## config.mk

```make
export PLATFORM = sky130hd
export DESIGN_NAME = sem_mag
export DESIGN_NICKNAME = d
export VERILOG_FILES = /design/src/hw/rtl/sem_pkg.sv /design/src/hw/rtl/sem_mag.sv
export SDC_FILE = /design/constraint.sdc
export NUM_CORES = 1
export LEC_CHECK = 0
export ABC_AREA = 1
export BUFFER_PORTS_ARGS = -buffer_cell sky130_fd_sc_hd__buf_2
export CORE_MARGIN = 2
export CORE_UTILIZATION = 35
export CTS_BUF_LIST = sky130_fd_sc_hd__clkbuf_2 sky130_fd_sc_hd__clkbuf_4 sky130_fd_sc_hd__clkbuf_8
export DETAILED_ROUTE_END_ITERATION = 7
export PLACE_DENSITY = 0.55
export SYNTH_ARGS = -nofsm -noshare
export SYNTH_HDL_FRONTEND = slang
export SYNTH_SLANG_ARGS = --single-unit
```

## constraint.sdc

```tcl
create_clock -name i_clk -period 5.9 [get_ports i_clk]
set_clock_uncertainty 0.1 [all_clocks]
set_input_delay 1.18 -clock i_clk [delete_from_list [all_inputs] [get_ports i_clk]]
set_output_delay 1.18 -clock i_clk [all_outputs]
set_load 0.1 [all_outputs]
```

## src/hw/rtl/sem_pkg.sv

```systemverilog
package sem_pkg;

    localparam int PIX_W   = 8;
    localparam int ROW_W   = 12;
    localparam int COL_W   = 10;
    localparam int FW_W    = 11;
    localparam int GRAD_W  = 10;
    localparam int SQ_W    = 2 * GRAD_W;
    localparam int SUM_W   = SQ_W + 1;
    localparam int DEPTH   = 1 << COL_W;

    localparam int CFG_IDX_W = 2;
    localparam int CFG_W     = 12;

    localparam logic [CFG_IDX_W-1:0] CFG_FRAME_WIDTH  = 2'd0;
    localparam logic [CFG_IDX_W-1:0] CFG_FRAME_HEIGHT = 2'd1;

    localparam logic [FW_W-1:0]  WIDTH_MIN    = 11'd7;
    localparam logic [FW_W-1:0]  WIDTH_MAX    = 11'd1024;
    localparam logic [ROW_W-1:0] HEIGHT_MIN   = 12'd7;
    localparam logic [FW_W-1:0]  WIDTH_RESET  = 11'd256;
    localparam logic [ROW_W-1:0] HEIGHT_RESET = 12'd256;
    localparam logic [ROW_W-1:0] BORDER       = 12'd3;

    localparam logic [SUM_W-1:0] SAT_SUM  = 21'd65025;
    localparam logic [PIX_W-1:0] EDGE_MAX = 8'd255;

    typedef logic [PIX_W-1:0] t_pix;

    typedef struct packed {
        logic              start;
        logic [GRAD_W-1:0] ax;
        logic [GRAD_W-1:0] ay;
    } t_mag_req;

endpackage

```

## src/hw/rtl/sem_mag.sv

```systemverilog
module sem_mag (
    input  logic                  i_clk,
    input  logic                  i_rst_n,
    input  sem_pkg::t_mag_req     i_req,
    output logic                  o_done,
    output sem_pkg::t_pix         o_root
);

    typedef enum logic [1:0] {
        S_IDLE,
        S_SQX,
        S_SQY,
        S_ROOT
    } t_state;

    t_state                         r_state;
    logic [sem_pkg::GRAD_W-1:0]     r_ax;
    logic [sem_pkg::GRAD_W-1:0]     r_ay;
    logic [sem_pkg::SUM_W-1:0]      r_sum;
    logic [2:0]                     r_bit;
    sem_pkg::t_pix                  r_root;
    logic                           r_done;

    sem_pkg::t_pix                  n_trial;
    logic [2*sem_pkg::PIX_W-1:0]    n_trial_sq;
    logic [sem_pkg::SQ_W-1:0]       n_sq;

    // One multiplier serves both squares: ax in the SQX state, ay in the SQY state that follows.
    always_comb begin
        n_sq       = (r_state == S_SQX) ? r_ax * r_ax : r_ay * r_ay;
        n_trial    = r_root | (sem_pkg::t_pix'(1) << r_bit);
        n_trial_sq = n_trial * n_trial;
    end

    always_ff @(posedge i_clk) begin
        if (!i_rst_n) begin
            r_state <= S_IDLE;
            r_done  <= 1'b0;
            r_bit   <= '0;
            r_root  <= '0;
        end else begin
            r_done <= 1'b0;
            unique case (r_state)
                S_IDLE: begin
                    if (i_req.start) begin
                        r_ax    <= i_req.ax;
                        r_ay    <= i_req.ay;
                        r_state <= S_SQX;
                    end
                end
                S_SQX: begin
                    r_sum   <= sem_pkg::SUM_W'(n_sq);
                    r_state <= S_SQY;
                end
                S_SQY: begin
                    r_sum   <= r_sum + sem_pkg::SUM_W'(n_sq);
                    r_bit   <= 3'd7;
                    r_root  <= '0;
                    r_state <= S_ROOT;
                end
                S_ROOT: begin
                    if (r_sum >= sem_pkg::SAT_SUM) begin
                        r_root  <= sem_pkg::EDGE_MAX;
                        r_done  <= 1'b1;
                        r_state <= S_IDLE;
                    end else begin
                        if (sem_pkg::SUM_W'(n_trial_sq) <= r_sum) begin
                            r_root <= n_trial;
                        end
                        r_bit <= r_bit - 3'd1;
                        if (r_bit == 3'd0) begin
                            r_done  <= 1'b1;
                            r_state <= S_IDLE;
                        end
                    end
                end
                default: r_state <= S_IDLE;
            endcase
        end
    end

    assign o_done = r_done;
    assign o_root = r_root;

`ifndef SYNTH
    a_start_idle: assert property (@(posedge i_clk) disable iff (!i_rst_n)
        i_req.start |-> r_state == S_IDLE)
        else $error("magnitude unit started while busy");

    a_done_pulse: assert property (@(posedge i_clk) disable iff (!i_rst_n)
        o_done |=> !o_done)
        else $error("magnitude done held for more than one cycle");

    a_done_ends: assert property (@(posedge i_clk) disable iff (!i_rst_n)
        o_done |-> r_state == S_IDLE)
        else $error("magnitude done while still iterating");
`endif

endmodule

```

# Yosys cells after proc, flatten, opt, wreduce, memory -nomap -nowiden
# Index checks and enable logic that the tools add are counted.
[op_classes] add_sub_neg=2 n_mul=3 order_cmp=2 eq_ne=7 shift=1 mux=13 n_bitwise=1 reduce_logical=10
[op_table] op="one-hot mux 21 bit (2 select lines)" n=1
[op_table] op="multiplier 10 x 10 -> 20 bit" n=2
[op_table] op="adder 21 x 20 -> 21 bit" n=1
[op_table] op=">= comparator 21 x 16 -> 1 bit (second input constant)" n=1
[op_table] op="<= comparator 16 x 21 -> 1 bit" n=1
[op_table] op="2-to-1 mux 20 bit" n=1
[op_table] op="multiplier 8 x 8 -> 16 bit" n=1
[op_table] op="2-to-1 mux 8 bit" n=2
[op_table] op="one-hot mux 8 bit (2 select lines)" n=1
[op_table] op="AND reduction 2 bit" n=5
[op_table] op="bitwise OR 8 bit" n=1
[op_table] op="one-hot mux 2 bit (4 select lines)" n=1
[op_table] op="left shift 1 x 3 -> 8 bit (first input constant)" n=1
[op_table] op="2-to-1 mux 2 bit" n=3
[op_table] op="!= test 3 bit (second input constant)" n=2
[op_table] op="one-hot mux 3 bit (2 select lines)" n=1
[op_table] op="equality test 2 bit (second input constant)" n=2
[op_table] op="!= test 2 bit (second input constant)" n=2
[op_table] op="nonzero test 2 bit" n=2
[op_table] op="zero test 3 bit" n=1
[op_table] op="2-to-1 mux 3 bit" n=1
[op_table] op="AND reduction 3 bit" n=1
[op_table] op="subtractor 3 x 1 -> 3 bit (second input constant)" n=1
[op_table] op="equality test 2 x 1 -> 1 bit (second input constant)" n=1
[op_table] op="2 further kinds" n=3
[totals] regBits=55 inputBits=23 out_inout_bits=9 elab_cells=46

# Longest topological paths before layout
[depth] ltp_word=7 depth_mapped=34 mapped_depth_nobuf=34

# Worst setup path after synthesis
# No wires, ideal clock.
[synth_timing] kind="reg-to-reg" from="reg r_root[5], in the netlist o_root[5]" to="reg r_root[0], in the netlist o_root[0]" setup_time_ps=72 t_arrival_ps=5844 required_time_ps=5728 setup_slack_ps=-116 stages_incl_launch_ff=29 n_path_buf=1 synth_period_minus_slack_ps=6016 cell_sequence="dfxtp_1 -> a21oi_1 -> inv_1 -> clkbuf_1 -> nand2_1 -> inv_1 -> fa_1 -> fa_1 -> inv_1 -> fa_1 -> fa_1 -> inv_1 -> ha_1 -> inv_1 -> o21bai_1 -> a21oi_2 -> o21ai_1 -> a21oi_1 -> xor2_1 -> inv_1 -> ha_1 -> nand3_1 -> nor2_1 -> nand3_1 -> nand3_2 -> nand2_4 -> nand2_8 -> nand3_2 -> a21oi_1"
[synth_between] elab_chain_len=5
[synth_lines] element="start: declaration" line="sem_mag.sv:21" text="sem_pkg::t_pix r_root;"
[synth_lines] element="start signal: assignment" line="sem_mag.sv:63" text="r_root <= sem_pkg::EDGE_MAX;"
[synth_lines] element="start signal: assignment" line="sem_mag.sv:68" text="r_root <= n_trial;"
[synth_lines] element="bitwise OR 8 bit" line="sem_mag.sv:31" text="n_trial = r_root | (sem_pkg::t_pix'(1) << r_bit);"
[synth_lines] element="multiplier 8 x 8 -> 16 bit" line="sem_mag.sv:32" text="n_trial_sq = n_trial * n_trial;"
[synth_lines] element="<= comparator 16 x 21 -> 1 bit" line="sem_mag.sv:67" text="if (sem_pkg::SUM_W'(n_trial_sq) <= r_sum) begin"
[synth_lines] element="!= test 3 bit (no line)"
[synth_lines] element="AND reduction 2 bit (no line)"
# No other way between the ends.
# A chain may end at the register's enable or synchronous reset.

# Worst setup path in the final report
[layout_timing] from="reg r_ax[3] (netlist name)" to="reg r_sum[19] (netlist name) (data pin)"
[layout_between] elab_chain_len=4
[layout_lines] element="start: declaration" line="sem_mag.sv:17" text="logic [sem_pkg::GRAD_W-1:0] r_ax;"
[layout_lines] element="start signal: assignment" line="sem_mag.sv:46" text="r_ax <= i_req.ax;"
[layout_lines] element="multiplier 10 x 10 -> 20 bit *" line="sem_mag.sv:30" text="n_sq = (r_state == S_SQX) ? r_ax * r_ax : r_ay * r_ay;"
[layout_lines] element="2-to-1 mux 20 bit *" line="sem_mag.sv:30"
[layout_lines] element="adder 21 x 20 -> 21 bit" line="sem_mag.sv:56" text="r_sum <= r_sum + sem_pkg::SUM_W'(n_sq);"
[layout_lines] element="one-hot mux 21 bit (2 select lines) *" line="sem_mag.sv:43" text="unique case (r_state)"
[layout_lines] element="end signal: assignment" line="sem_mag.sv:52" text="r_sum <= sem_pkg::SUM_W'(n_sq);"
[layout_lines] element="end signal: assignment" line="sem_mag.sv:56"
[layout_lines] element="end: declaration" line="sem_mag.sv:19" text="logic [sem_pkg::SUM_W-1:0] r_sum;"
# Every way passes the cells marked *; elsewhere a longest branch is shown, timed or not.

==> impl_metrics.tcl <==
set metrics [dict create \
    cts_tree "done" \
    syn2layout_area_growth_pct 27.5 \
    grt_start_max_net_pins 30 \
    cp-end-kind "flop" \
    crit_fanout 4 \
    start_util_pct 35.4 \
    antenna_found_initial 0 \
    syn_area_mm2 0.0118 \
    place_ws_ps -453 \
    drtIter0Drc 481 \
    grt_usage_pct 17.4 \
    clock_path_buffers 2 \
    synth-compound-area-share_pct 8.43 \
    synth_fa_ha_area_share_pct 38.2 \
    fin_hold_ws_ps 401 \
    fin_crit_sh_pct 100 \
    muxShareOfSynthArea_pct 0.181 \
    finalHoldViolations 0 \
    fin_nets 2119 \
    antenna_left 0 \
    crit_buf_inv 8 \
    cts_buffers 5 \
    die_y_um 187 \
    setup_slack_ps -4.42 \
    path_delay_family "adder cells" \
    synth_cell_type_count 47 \
    synth_edf_count 41 \
    slowest_delay_ps 560 \
    io_buffers 31 \
    worstMarginPinSlew_ps 1090 \
    synth_flop_cell "edfxtp_1" \
    routedWlPerCell_um 13.2 \
    period_minus_slack_ps 5900 \
    synth_nets 1924 \
    fp-row-count 67 \
    num-fill-cells 3327 \
    grt_overflow 0 \
    slew_viol_final 0 \
    ys_seq_elements 55 \
    clock_sinks 55 \
    wl_mm 29.9 \
    clk_latency_ps 370 \
    rsz0062_at_grt "true" \
    cp_data_required_time_ps 5950 \
    yosysSeqAreaShare_pct 12.8 \
    slowest_stage "fa_1" \
    finalWeightedCongestion 0.927 \
    synth_xor_area_share_pct 3.27 \
    setup_violations 2 \
    synth_top_family_by_area "adder cells" \
    violations "setup timing" \
    vias_per_cell 4.65 \
    netlist_instances 1614 \
    drc 0 \
    finish.utilization_pct 45.1 \
    ys_warn_count 0 \
    chipWidth_um 187 \
    root_buffer "clkbuf_8" \
    slew_headroom_pct 27.4 \
    num_io_pins 32 \
    arrival_ps 5960 \
    postSynth.asyncResetShare_pct 0 \
    path_class "flop to flop" \
    status "finished with violations" \
    drive_gt1_share_pct 28.2 \
    min_path_type "flop to flop" \
    grt_pass1_wl_mm 50.3 \
    cp-start-kind "flop" \
    ctsHoldBuffers 0 \
    hpwl_mm 24.7 \
    grt_pass1_vias 10800 \
    synth.avg_cell_area_um2 7.29 \
    yosys.area_share.simple_pct 23.6 \
    first_pass_iters 5 \
    vias 10500 \
    max_cap_violations 0 \
    antenna_cells 0 \
    setup-tns-final_ps -8.28 \
    fmax_ghz 0.169 \
    coreArea_mm2 0.0333 \
    die-area_mm2 0.0351 \
    htreeDepth 2 \
    clk_pin_slew_ps 140 \
]
[synth_stat cells (all sizes together), types with 7 or more instances]
library cell / count / area, um2
a21oi: 87 / 473
o21bai: 14 / 105
nand2: 396 / 1540
fa: 120 / 2400
and2: 7 / 43.8
nand3: 114 / 626
o21ai: 43 / 241
dfxtp: 14 / 280
ha: 167 / 2090
inv: 381 / 1430
clkbuf: 23 / 86.3
nand4: 17 / 106
nor2: 90 / 353
edfxtp: 41 / 1230
xor2: 25 / 219
a21o: 14 / 105
buf: 9 / 55.0
xnor2: 19 / 166
nor3: 8 / 45.0
[stage by stage]
step                      instances  instance area (um2)
after global placement         2220                13500
after CTS                      2246                14200
after global routing           2258                15000
after detailed placement       2220                13500
final                          2258                15000
after floorplan                1614                11800
[cell families (layout without fill, tap and decap cells)]
kind of cell / after synthesis / after routing
AO/OA/AOI/OAI: 167 / 167
adder cells (fa/ha/maj): 287 / 287
XOR/XNOR: 44 / 44
flip-flops: 55 / 55
AND/OR/NAND/NOR: 641 / 641
buffers and inverters: 418 / 614
multiplexers: 2 / 2
[state kept, by name (all words and copies together) (netlist names)]
name	cells
r_sum	21
r_state	2
r_ax	10
r_ay	10
o_root	8
r_bit	3
o_done	1
[worst min-delay path, stage by stage, from the launching register on]
cell and delay (ps):
dfxtp_2 360, nand3_2 60, a21oi_1 50
[layout make-up]
| type | instances | area (um2) | area share [%] |
|---|---|---|---|
| Timing Repair Buffer | 220 | 1620 | 10.8 |
| Inverter | 386 | 1460 | 9.71 |
| Multi-Input combinational cell | 1141 | 9760 | 65.1 |
| Sequential cell | 55 | 1520 | 10.1 |
| Clock inverter | 3 | 23.8 | 0.158 |
| Clock buffer | 5 | 68.8 | 0.459 |
| Tap cell | 448 | 561 | 3.74 |
[worst paths after layout]
check / cells past startpoint / slack, ps / start / to
worst max-delay path: 31 / -4 / r_ax[3] / r_sum[19]
worst min-delay path: 2 / 400 / o_root[5] / o_root[5]
worst max register to register: 31 / -4 / r_ax[3] / r_sum[19]
worst min register to register: 2 / 400 / o_root[5] / o_root[5]
[metal layers]
layer / track usage [%] / up-vias / wire length (um)
li1: - / 5393 / -
met1: 22.4 / 4901 / 13800
met2: 31.0 / 153 / 14600
met3: 1.52 / 48 / 664
met4: 4.88 / 0 / 782
met5: 0 / - / 0
[layout by cell type, fill, tap and decap left out, types with 6 or more instances in the layout]
cell,n
a21o_1,13
buf_4,178
o21bai_1,7
o21ai_0,17
ha_1,127
edfxtp_1,41
xnor2_1,18
xor2_1,23
nand2_1,341
nor2_1,61
ha_2,6
nand3_2,31
fa_1,115
o21ai_1,17
nor3_2,6
inv_1,340
buf_2,31
o21ai_2,8
buf_6,11
nand2_4,10
nand3_1,81
ha_4,34
nor2_2,24
nand2_2,44
a21oi_1,45
dfxtp_1,11
nand4_1,17
a21oi_2,37
inv_2,39
[repair_timing]
item                                    in CTS  in global routing
cloned                                       0                  0
gates resized for setup                     93                177
setup buffers                               18                 12
pin swaps                                   59                 94
endpoints found under the setup margin      19                 22
Power is left out: the tool's default activity adds up to more than one toggle a clock period on the data nets, which glitch-free logic cannot reach.
